--- src/sv/pcin_pkg.sv ---
`timescale 1ns / 1ps
`default_nettype none
package pcin_pkg;
  localparam int MaxPoints = 64;
  localparam int IdxW = $clog2(MaxPoints);
  localparam int CntW = IdxW + 1;
  localparam logic [31:0] Deg2RadQ32 = 32'd74961321;
  localparam logic [31:0] PiQ29 = 32'd1686629713;
  localparam logic [31:0] HalfPiQ29 = 32'd843314856;
  localparam logic [25:0] TwoPiQ23 = 26'd52707179;
  localparam logic [30:0] OneQ30 = 31'h4000_0000;
  localparam logic [47:0] SumMax = 48'hFFFF_FFFF_FFFF;

  // Divisors of the Horner form of the sine series, innermost first.
  function automatic logic [7:0] horner_div(input logic [2:0] i);
    case (i)
      3'd0: horner_div = 8'd156;
      3'd1: horner_div = 8'd110;
      3'd2: horner_div = 8'd72;
      3'd3: horner_div = 8'd42;
      3'd4: horner_div = 8'd20;
      default: horner_div = 8'd6;
    endcase
  endfunction

  // ceil(2^s / d) for each Horner divisor d; (n * recip) >> s is floor(n / d)
  // for any 32-bit n.
  function automatic logic [32:0] horner_recip(input logic [2:0] i);
    case (i)
      3'd0: horner_recip = 33'd7048151461;
      3'd1: horner_recip = 33'd4997780127;
      3'd2: horner_recip = 33'd7635497416;
      3'd3: horner_recip = 33'd6544712071;
      3'd4: horner_recip = 33'd6871947674;
      default: horner_recip = 33'd5726623062;
    endcase
  endfunction

  function automatic logic [5:0] horner_shift(input logic [2:0] i);
    case (i)
      3'd0: horner_shift = 6'd40;
      3'd1: horner_shift = 6'd39;
      3'd2: horner_shift = 6'd39;
      3'd3: horner_shift = 6'd38;
      3'd4: horner_shift = 6'd37;
      default: horner_shift = 6'd35;
    endcase
  endfunction

  typedef enum logic [4:0] {
    S_IDLE, S_RAD, S_RED, S_X2, S_HMUL, S_HDIV, S_SIN, S_P, S_YHI, S_Y,
    S_AREA_HI, S_AREA_LO, S_ACC, S_DIV, S_EMIT
  } pcin_state_e;

  typedef struct packed {
    logic        busy;
    logic [IdxW-1:0] idx;
  } pcin_stat_t;
endpackage
`default_nettype wire

--- src/sv/pcin_divider.sv ---
`timescale 1ns / 1ps
`default_nettype none
module pcin_divider import pcin_pkg::*; (
  input  wire logic        clk_i,
  input  wire logic        rst_ni,
  input  wire logic        start_i,
  input  wire logic [47:0] num_i,
  input  wire logic [47:0] den_i,
  output logic             done_o,
  output logic [30:0]      quot_o
);
  logic [48:0] rem_q, rem_d;
  logic [29:0] q_q, q_d;
  logic [4:0]  cnt_q, cnt_d;
  logic        run_q, run_d;
  logic [47:0] den_q;
  logic [49:0] sh;

  // Restoring division, one quotient bit per cycle.
  always_comb begin
    rem_d = rem_q;
    q_d = q_q;
    cnt_d = cnt_q;
    run_d = run_q;
    sh = {rem_q, 1'b0};
    if (start_i) begin
      rem_d = {1'b0, num_i};
      q_d = '0;
      cnt_d = '0;
      run_d = 1'b1;
    end else if (run_q) begin
      if (sh >= {2'b0, den_q}) begin
        rem_d = 49'(sh - {2'b0, den_q});
        q_d = {q_q[28:0], 1'b1};
      end else begin
        rem_d = sh[48:0];
        q_d = {q_q[28:0], 1'b0};
      end
      cnt_d = cnt_q + 5'd1;
      if (cnt_q == 5'd29) run_d = 1'b0;
    end
  end

  always_ff @(posedge clk_i or negedge rst_ni) begin
    if (!rst_ni) begin
      run_q <= 1'b0;
      cnt_q <= '0;
    end else begin
      run_q <= run_d;
      cnt_q <= cnt_d;
    end
  end

  always_ff @(posedge clk_i) begin
    rem_q <= rem_d;
    q_q <= q_d;
    if (start_i) den_q <= den_i;
  end

  assign done_o = run_q && (cnt_q == 5'd29);
  assign quot_o = {1'b0, q_d};
endmodule
`default_nettype wire
--- config.mk ---
export PLATFORM = sky130hd
export DESIGN_NAME = pcin_divider
export DESIGN_NICKNAME = d
export VERILOG_FILES = /design/src/sv/pcin_pkg.sv /design/src/sv/pcin_divider.sv
export SDC_FILE = /design/constraint.sdc
export NUM_CORES = 1
export LEC_CHECK = 0
export BUFFER_PORTS_ARGS = -buffer_cell sky130_fd_sc_hd__buf_2
export CORE_UTILIZATION = 28
export CTS_BUF_LIST = sky130_fd_sc_hd__clkbuf_8
export DETAILED_ROUTE_END_ITERATION = 12
export GPL_ROUTABILITY_DRIVEN = 0
export PLACE_DENSITY = 0.49
export SYNTH_ARGS = -nofsm -noshare
export SYNTH_HDL_FRONTEND = slang
export SYNTH_SLANG_ARGS = --single-unit
--- constraint.sdc ---
create_clock -name clk_i -period 4.72 [get_ports clk_i]
set_clock_uncertainty 0.05 [all_clocks]
set_input_delay 0.708 -clock clk_i [delete_from_list [all_inputs] [get_ports clk_i]]
set_output_delay 0.708 -clock clk_i [all_outputs]
set_load 0.1 [all_outputs]
==> results_dict.tcl, run 1 <==
set metrics [dict create \
    run_status "completed" \
    internal-power_mw 3.18 \
    async_reset_ff_frac 0.0451 \
    multi_input_comb_area_um2 4270 \
    via_per_inst 4.92 \
    finalHoldWorstSlack_ns 0.344 \
    cts.htree.levels 4 \
    synth.yosys.warnings 0 \
    finalHoldViolations 0 \
    largest_net_degree_at_the_start_of_global_routing 132 \
    seq_area_um2 3650 \
    number_of_global_route_vias_before_repair 6776 \
    synth_top_cell_area_share 0.346 \
    crit_buf_inv 1 \
    power.leakage_nw 4.25 \
    ys_seq_area_frac 0.438 \
    syn-mean-instance-area_um2 9.56 \
    clock_sink_count 133 \
    wire_length_of_the_first_global_routing_pass_um 34600 \
    postCtsSetupRepairBufs 0 \
    mappedNetlistNets 1022 \
    yosysTopAreaCell "sky130_fd_sc_hd__edfxtp_1" \
    critPathMostFrequentCell "sky130_fd_sc_hd__or3_1" \
    clk_root_buffer_cell "sky130_fd_sc_hd__clkbuf_8" \
    final_antenna_net_count 0 \
    power_density_nw_per_um2 575 \
    period_share 0.947 \
    layout-drive-gt1-share 0.182 \
    route.detailed.drc 0 \
    worstPathCellList "ha_1 > nand4_1 > or3_1 > or3_1 > a31oi_2 > o211ai_1 > nor2b_4 > o41a_2 > a211oi_4 > buf_12" \
    starting_density_of_the_core 0.287 \
    place.detailed.hpwl_um 15700 \
    critPathCaptureType "output pin" \
    floorplan.die.height_um 175 \
    place_area_um2 9350 \
    design.die.area_um2 30500 \
    detail_route.wl_per_cell_um 15.6 \
    worstPathRequired_ns 3.96 \
    netlist_area_pre_place_um2 8330 \
    ys.flop_type "sky130_fd_sc_hd__edfxtp_1" \
    drt-pass1-iter-count 5 \
    grt_overflow 0 \
    dr.first_iter.drc_count 434 \
    chipWidth_um 175 \
    rows 62 \
    ranking_of_synthesized_cells_by_area "sky130_fd_sc_hd__edfxtp_1 35%, sky130_fd_sc_hd__ha_1 7.5%, sky130_fd_sc_hd__dfxtp_1 7.4%, sky130_fd_sc_hd__mux2i_1 4.0%, sky130_fd_sc_hd__nand2_1 3.8%" \
    clkLatencyLatePin_ns 0.48 \
    timing.final.max_slew_violations 0 \
    holdCritPathClass "input pin to flip-flop" \
    tritoncts "done" \
    maxClockFrequency_ghz 0.224 \
    post-layout-total-power_mw 5.61 \
    switching_power_mw 2.43 \
    setup_total_negative_slack_ns 0 \
    timing_worst_slew_pin_value_ns 1.05 \
    clkTransAtPathRegs_ns 0.10 \
    max-cap-violations 0 \
    rrSetupSlack_ns 0.87 \
    synth_seq_cells 133 \
    critical_path.max_stage_delay_ns 0.58 \
    peak_ir_drop_on_the_vdd_network_mv 0.253 \
    layout.nets 1126 \
    clkPwrFrac 0.170 \
    path_class "flip-flop to output pin" \
    finalWorstPathRequiredPeriod_ns 4.47 \
    cell_count_of_the_worst_reg_to_reg_path 11 \
    postRouteWirelength_um 21500 \
    count_of_port_buffers_added_during_placement 129 \
    arrival_time_of_data_at_the_critical_path_endpoint_ns 3.71 \
    dr_total_vias 6783 \
    numCtsBuffers 17 \
    critical_path.top_delay_family "compound AO/OA/AOI/OAI gates" \
    fillerInstances 3082 \
    dp_slack_ns 0.701 \
    synth-edff-count 96 \
    boundaryPins 131 \
    crit_fanout 6 \
    slowest_stage "sky130_fd_sc_hd__o41a_2" \
    hold-path-cell-count 1 \
    setup_repair_after_global_routing_missed_its_margin "false" \
    netSwitchingFraction 0.433 \
    worst-path-stages 10 \
    grt_usage 0.144 \
    max-clock-path-buffers 2 \
    layout.cell_area.non_filler_um2 9760 \
    syn2layout_area_growth_pct 17.2 \
    timing.critical_path.from_type "flip-flop" \
    core_region_area_um2 29000 \
    setup_viol 0 \
    synth_cells 872 \
    worst_slack_ns 0.249 \
    initial_antenna_violation_count 10 \
    max-slew-margin-rel 0.299 \
    seq_pwr_share 0.309 \
    post_synth_num_cell_types 63 \
    power_share_of_the_combinational_group 0.521 \
]
==> metal layers <==
metal	vias to the layer above	wire length (µm)	global-route usage
met4	12	254	0.0424
met5	-	79	0
met1	3178	10300	0.188
li1	3420	-	-
met3	29	1510	0.0551
met2	144	9350	0.220
==> through the flow <==
step,util,std cells
6_report,0.337,1378
5_1_grt,0.336,1375
4_1_cts,0.336,1373
3_5_place_dp,0.322,1340
3_3_place_gp,0.322,1340
2_1_floorplan,-,872
==> cells in the mapped netlist (11+ instances only) <==
cell	n
sky130_fd_sc_hd__xor2_1	23
sky130_fd_sc_hd__o21ai_0	39
sky130_fd_sc_hd__nand3_1	15
sky130_fd_sc_hd__nor2b_1	11
sky130_fd_sc_hd__nor3_1	12
sky130_fd_sc_hd__nand2_1	85
sky130_fd_sc_hd__mux2i_1	33
sky130_fd_sc_hd__clkbuf_1	33
sky130_fd_sc_hd__nor2_1	72
sky130_fd_sc_hd__xnor2_1	25
sky130_fd_sc_hd__edfxtp_1	96
sky130_fd_sc_hd__nand3b_1	32
sky130_fd_sc_hd__o311ai_0	32
sky130_fd_sc_hd__dfxtp_1	31
sky130_fd_sc_hd__inv_1	62
sky130_fd_sc_hd__ha_1	50
sky130_fd_sc_hd__nand4_1	13
sky130_fd_sc_hd__a21o_1	22
sky130_fd_sc_hd__a21oi_1	57
==> cells by family (layout without fill, tap and decap cells) <==
kind of cell	after synthesis	count (layout)	share of synthesized area
simple gates	273	273	0.161
compound gates	221	221	0.179
flops	133	133	0.438
buf+inv	111	228	0.0518
fa+ha+maj	51	51	0.0775
xor+xnor	48	48	0.0504
mux	34	34	0.0410
other cells	1	6	0.000450
==> state kept, by name (all words and copies together), names as in the netlist <==
| register | count |
|---|---|
| den_q | 48 |
| q_q | 30 |
| cnt_q | 5 |
| run_q | 1 |
| rem_q | 49 |
==> final timing paths <==
kind / startpoint / to
min in group asynchronous: rst_ni / cnt_q[4]$_DFFE_PN0P_
worst min-delay path: den_i[10] / den_q[10]$_DFFE_PP_
worst max register to register: rem_q[21]$_DFFE_PP_ / rem_q[47]$_DFFE_PP_
worst min register to register: rem_q[48]$_SDFFE_PP0P_ / rem_q[48]$_SDFFE_PP0P_
worst max-delay path: rem_q[21]$_DFFE_PP_ / quot_o[0]
max in group asynchronous: rst_ni / run_q$_DFF_PN0_
==> final cells by class <==
class | instances | share of cell area
clock buffers | 17 | 0.0240
repair buffers | 134 | 0.0750
flip-flops and latches | 133 | 0.374
multi-input cells | 628 | 0.438
clock inverters | 15 | 0.0147
inverters | 62 | 0.0238
diodes | 5 | 0.00128
well taps | 384 | 0.0492
==> power by group through the flow <==
stage	sequential, mW	clock [mW]	combinational [mW]
2_1_floorplan	1.71	0	2.26
3_3_place_gp	1.75	0	2.93
3_5_place_dp	1.75	0	2.92
4_1_cts	1.73	0.991	2.94
5_1_grt	1.77	1.03	3.29
6_report	1.73	0.954	2.93
==> what timing repair did <==
item,4_1_cts,5_1_grt
setup endpoints to repair,0,1
endpoints found under the hold margin,6,0
hold buffers,1,0
gates resized for setup,0,3
==> cells in the final DEF (no fill, tap or decap), drive strengths merged, types with 23 or more instances in the layout <==
master / netlist / layout
buf: 15 / 133
edfxtp: 96 / 96
nand2: 85 / 85
nor2: 72 / 72
inv: 62 / 69
a21oi: 57 / 57
ha: 50 / 50
o21ai: 40 / 40
mux2i: 33 / 33
nand3b: 32 / 32
o311ai: 32 / 32
dfxtp: 31 / 31
xnor2: 25 / 25
xor2: 23 / 23
(Power assumes the default switching activity.)
==> run 2: changes to the inputs <==
CTS_BUF_LIST = default   (was sky130_fd_sc_hd__clkbuf_8)
==> run 2 against run 1 <==
Sequential power is essentially flat. Cell count is the same. Non-clock buffer count shrank 1. Clock power grew 37%. Register-to-register slack lost 0.04 ns. Total power grew 6.5%. Global-route usage grew 0.12 points. Die area is the same. Highest routed layer unchanged.
==> results_dict.tcl, run 2 (synthesized netlist as in run 1, its figures left out) <==
set metrics [dict create \
    run_status "completed" \
    max-slew-margin-rel 0.285 \
    largest_net_degree_at_the_start_of_global_routing 132 \
    path_class "flip-flop to output pin" \
    critical_path.max_stage_delay_ns 0.58 \
    clkTransAtPathRegs_ns 0.07 \
    worstPathCellList "ha_1 > nand4_1 > or3_1 > or3_1 > a31oi_1 > o211ai_1 > nor2b_4 > o41a_2 > a211oi_4 > buf_12" \
    clkLatencyLatePin_ns 0.44 \
    dr.first_iter.drc_count 422 \
    postCtsHoldBufs 0 \
    tritoncts "done" \
    power_density_nw_per_um2 601 \
    power.leakage_nw 4.33 \
    grt.met2_usage 0.220 \
    critical_path.top_delay_family "compound AO/OA/AOI/OAI gates" \
    finalWorstPathRequiredPeriod_ns 4.45 \
    place.detailed.hpwl_um 15700 \
    grt_overflow 0 \
    starting_density_of_the_core 0.287 \
    largest_register "rem_q" \
    clkPwrFrac 0.219 \
    post-layout-total-power_mw 5.98 \
    globalRoute.busiestLayer "met2" \
    finalHoldViolations 0 \
    count_of_port_buffers_added_during_placement 129 \
    power_share_of_the_combinational_group 0.490 \
    layout.cells.most_common "sky130_fd_sc_hd__buf_2" \
    rows 62 \
    holdCritPathClass "input pin to asynchronous set/reset pin" \
    critPathCaptureType "output pin" \
    max-cap-violations 0 \
    netSwitchingFraction 0.416 \
    slowest_stage "sky130_fd_sc_hd__o41a_2" \
    largest_register_ff_count 49 \
    timing.critical_path.from_type "flip-flop" \
    chipWidth_um 175 \
    drt-pass1-iter-count 4 \
    cts.htree.levels 4 \
    final_antenna_net_count 0 \
    setup_viol 0 \
    initial_antenna_violation_count 10 \
    max-clock-path-buffers 2 \
    route.detailed.drc 0 \
    global_route.usage.met1 0.190 \
    wire_length_of_the_first_global_routing_pass_um 34800 \
    critPathMostFrequentCell "sky130_fd_sc_hd__or3_1" \
    floorplan.die.height_um 175 \
    design.die.area_um2 30500 \
    postRouteWirelength_um 21600 \
    internal-power_mw 3.49 \
    detail_route.wl_per_cell_um 15.7 \
    layout-drive-gt1-share 0.181 \
    numCtsBuffers 17 \
    clock_sink_count 133 \
    clk_root_buffer_cell "sky130_fd_sc_hd__clkbuf_16" \
    switching_power_mw 2.48 \
    timing.final.max_slew_violations 0 \
    timing_worst_slew_pin_value_ns 1.07 \
    seq_pwr_share 0.291 \
    layout.nets 1125 \
    fillerInstances 3059 \
    gr-usage-met3 0.0573 \
    period_share 0.943 \
    crit_buf_inv 1 \
    top_regs "rem_q x49, den_q x48, q_q x30" \
    maxClockFrequency_ghz 0.225 \
    number_of_global_route_vias_before_repair 6790 \
    arrival_time_of_data_at_the_critical_path_endpoint_ns 3.69 \
    peak_ir_drop_on_the_vdd_network_mv 0.299 \
    crit_fanout 6 \
    syn2layout_area_growth_pct 19.3 \
    layout_common_cells "127 x sky130_fd_sc_hd__buf_2, 96 x sky130_fd_sc_hd__edfxtp_1, 85 x sky130_fd_sc_hd__nand2_1" \
    setup_repair_after_global_routing_missed_its_margin "false" \
    via_per_inst 4.92 \
    setup_total_negative_slack_ns 0 \
    boundaryPins 131 \
    grt_usage 0.145 \
    worstPathRequired_ns 3.96 \
    dr_total_vias 6783 \
    core_region_area_um2 29000 \
]
[run 2: timing repair]
item / 4_1_cts / 5_1_grt
resized for setup: 0 / 2
setup endpoints to repair: 0 / 1
buffers inserted: 0 / 0
[run 2: cell type report]
cell class | instances | area, µm² | share of cell area
Clock buffer | 17 | 425 | 0.0428
Timing Repair Buffer | 133 | 722 | 0.0726
Antenna cell | 6 | 15.0 | 0.00151
Tap cell | 384 | 480 | 0.0483
Clock inverter | 15 | 144 | 0.0145
Sequential cell | 133 | 3650 | 0.368
Multi-Input combinational cell | 628 | 4270 | 0.429
Inverter | 62 | 233 | 0.0234
[run 2: stage by stage]
step | instances | utilization | hold WS, ns | area, µm² | worst slack [ns]
2_1_floorplan | 872 | - | 0.362 | 8350 | 0.216
3_3_place_gp | 1340 | 0.322 | 0.430 | 9350 | 0.745
3_5_place_dp | 1340 | 0.322 | 0.440 | 9350 | 0.701
4_1_cts | 1372 | 0.342 | 0.0101 | 9920 | 0.193
5_1_grt | 1374 | 0.342 | 0.0163 | 9930 | 0.00249
6_report | 1378 | 0.343 | 0.0287 | 9940 | 0.271
[run 2: final timing paths]
check                                  startpoint  slack [ns]                     end  cells past startpoint
max                           rem_q[21]$_DFFE_PP_        0.27               quot_o[0]                     10
min                                        rst_ni        0.03    cnt_q[4]$_DFFE_PN0P_                      1
max reg2reg                   rem_q[21]$_DFFE_PP_        0.83     rem_q[24]$_DFFE_PP_                     10
min reg2reg                rem_q[48]$_SDFFE_PP0P_        0.45  rem_q[48]$_SDFFE_PP0P_                      2
max in group asynchronous                  rst_ni        4.42         run_q$_DFF_PN0_                      1
min in group clk_i                      den_i[35]        0.39     den_q[35]$_DFFE_PP_                      1
[run 2: power by group through the flow]
stage          sequential [mW]  clock (mW)  combinational, mW
2_1_floorplan             1.71           0               2.26
3_3_place_gp              1.75           0               2.93
3_5_place_dp              1.75           0               2.92
4_1_cts                   1.74        1.35               2.94
5_1_grt                   1.77        1.40               3.29
6_report                  1.74        1.31               2.93
[run 2: metal layers]
metal  vias up  wire, µm
li1       3419         -
met1      3182     10500
met2       143      9370
met3        27      1440
met4        12       261
met5         -        74
==> run 3: changes to the inputs <==
CORE_UTILIZATION = 40   (was 28)
PLACE_DENSITY = 0.64   (was 0.49)
==> run 3 against run 2 <==
First-iteration DRC count grew 23%. Clock power barely moved. Count of clock-buffer cells in the layout increased by 1. Critical path depth is the same. Final area is 1.4% lower. Via count increased by 0.34%. Sequential power about the same. Die area is 30% lower. Combinational power about the same. Cell count down 8.6%. Setup slack worse by 0.031 ns.
==> results_dict.tcl, run 3 (synthesized netlist as in run 1, its figures left out) <==
set metrics [dict create \
    run_status "completed" \
    layout.cell_area.non_filler_um2 9800 \
    final_core_utilization 0.483 \
    dp_slack_ns 0.723 \
    setup_viol 0 \
    place_area_um2 9200 \
    number_of_global_route_vias_before_repair 6701 \
    crit_buf_inv 1 \
    layout.nets 1125 \
    switching_power_mw 2.49 \
    numCtsBuffers 17 \
    ctsResizeCount 0 \
    internal-power_mw 3.49 \
    top_regs "rem_q x49, den_q x48, q_q x30" \
    tritoncts "done" \
    netSwitchingFraction 0.416 \
    layout-drive-gt1-share 0.179 \
    starting_density_of_the_core 0.411 \
    slowest_stage "sky130_fd_sc_hd__o41a_2" \
    syn2layout_area_growth_pct 17.6 \
    arrival_time_of_data_at_the_critical_path_endpoint_ns 3.72 \
    layout_common_cells "127 x sky130_fd_sc_hd__buf_2, 96 x sky130_fd_sc_hd__edfxtp_1, 85 x sky130_fd_sc_hd__nand2_1" \
    max-clock-path-buffers 2 \
    grt_usage 0.189 \
    maxClockFrequency_ghz 0.223 \
    critical_path.max_stage_delay_ns 0.57 \
    power_share_of_the_combinational_group 0.487 \
    postRouteWirelength_um 19700 \
    cts.htree.levels 4 \
    holdCritPathClass "input pin to asynchronous set/reset pin" \
    setup_repair_after_global_routing_missed_its_margin "false" \
    global_route.usage.met1 0.253 \
    dr.first_iter.drc_count 518 \
    largest_register "rem_q" \
    drt-pass1-iter-count 5 \
    period_share 0.949 \
    gr-usage-met3 0.0584 \
    clkLatencyLatePin_ns 0.43 \
    grt_overflow 0 \
    rrSetupSlack_ns 0.77 \
    design.die.area_um2 21400 \
    critPathMostFrequentCell "sky130_fd_sc_hd__or3_1" \
    route.detailed.drc 0 \
    clkTransAtPathRegs_ns 0.06 \
    count_of_port_buffers_added_during_placement 129 \
    clock_sink_count 133 \
    clk_root_buffer_cell "sky130_fd_sc_hd__clkbuf_16" \
    timing_worst_slew_pin_value_ns 1.03 \
    seq_pwr_share 0.290 \
    dr_total_vias 6806 \
    crit_fanout 7 \
    chipWidth_um 146 \
    timing.final.max_slew_violations 0 \
    via_per_inst 5.41 \
    critical_path.top_delay_family "compound AO/OA/AOI/OAI gates" \
    peak_ir_drop_on_the_vdd_network_mv 0.319 \
    clkPwrFrac 0.223 \
    worst_slack_ns 0.240 \
    globalRoute.busiestLayer "met2" \
    post-layout-total-power_mw 5.99 \
    worstPathRequired_ns 3.96 \
    core_region_area_um2 20300 \
    setup_total_negative_slack_ns 0 \
    worstPathCellList "ha_1 > nand4_1 > or3_1 > or3_1 > a31oi_1 > o211ai_1 > nor2b_4 > o41a_2 > a211oi_4 > buf_12" \
    largest_register_ff_count 49 \
    max-cap-violations 0 \
    critPathCaptureType "output pin" \
    power.leakage_nw 4.37 \
    wire_length_of_the_first_global_routing_pass_um 32700 \
    detail_route.wl_per_cell_um 15.7 \
    boundaryPins 131 \
    timing.critical_path.from_type "flip-flop" \
    fin_cells 1259 \
    final_antenna_net_count 0 \
    path_class "flip-flop to output pin" \
    rows 52 \
    largest_net_degree_at_the_start_of_global_routing 89 \
    power_density_nw_per_um2 611 \
    initial_antenna_violation_count 2 \
    max-slew-margin-rel 0.311 \
    finalWorstPathRequiredPeriod_ns 4.48 \
    floorplan.die.height_um 146 \
    layout.cells.most_common "sky130_fd_sc_hd__buf_2" \
    numPlacedInstances 1226 \
    finalHoldWorstSlack_ns 0.0433 \
    grt.met2_usage 0.296 \
    finalHoldViolations 0 \
    place.detailed.hpwl_um 14200 \
    postCtsHoldBufs 0 \
    postCtsSetupRepairBufs 0 \
]
## run 3: changes by cell type in the layout (fill, tap and decap cells not counted), sizes merged
| cell | before | now |
|---|---|---|
| bufinv | 1 | 0 |
| clkbuf | 17 | 18 |
| clkinv | 0 | 4 |
| clkinvlp | 7 | 0 |
| diode | 6 | 1 |
| inv | 69 | 72 |
## run 3: metal layers
metal | vias up | share of wire
met4 | 2 | 0.0087
met1 | 3231 | 0.47
met3 | 17 | 0.061
li1 | 3409 | -
met2 | 147 | 0.46
met5 | - | 0.00051
## run 3: cell type report
cell class	instances	area [µm²]
multi-input cells	628	4260
inverters	62	233
clock inverters	14	148
flip-flops and latches	133	3650
well taps	270	338
clock buffers	18	450
diodes	1	2.50
repair buffers	133	709
fillers	1966	10500
## run 3: worst paths after layout
check,cells after the start,startpoint,end
worst min-delay path,1,rst_ni,cnt_q[0]$_DFFE_PN0P_
worst max-delay path,10,rem_q[24]$_DFFE_PP_,quot_o[0]
max in group asynchronous,1,rst_ni,run_q$_DFF_PN0_
worst min register to register,2,rem_q[48]$_SDFFE_PP0P_,rem_q[48]$_SDFFE_PP0P_
min in group clk_i,1,den_i[35],den_q[35]$_DFFE_PP_
worst max register to register,11,rem_q[24]$_DFFE_PP_,rem_q[44]$_DFFE_PP_
## run 3: power by group through the flow
stage	sequential, mW	combinational (mW)	clock (mW)
5_1_grt	1.77	3.25	1.41
3_5_place_dp	1.75	2.87	0
3_3_place_gp	1.75	2.85	0
2_1_floorplan	1.71	2.26	0
6_report	1.74	2.91	1.34
4_1_cts	1.73	2.89	1.36
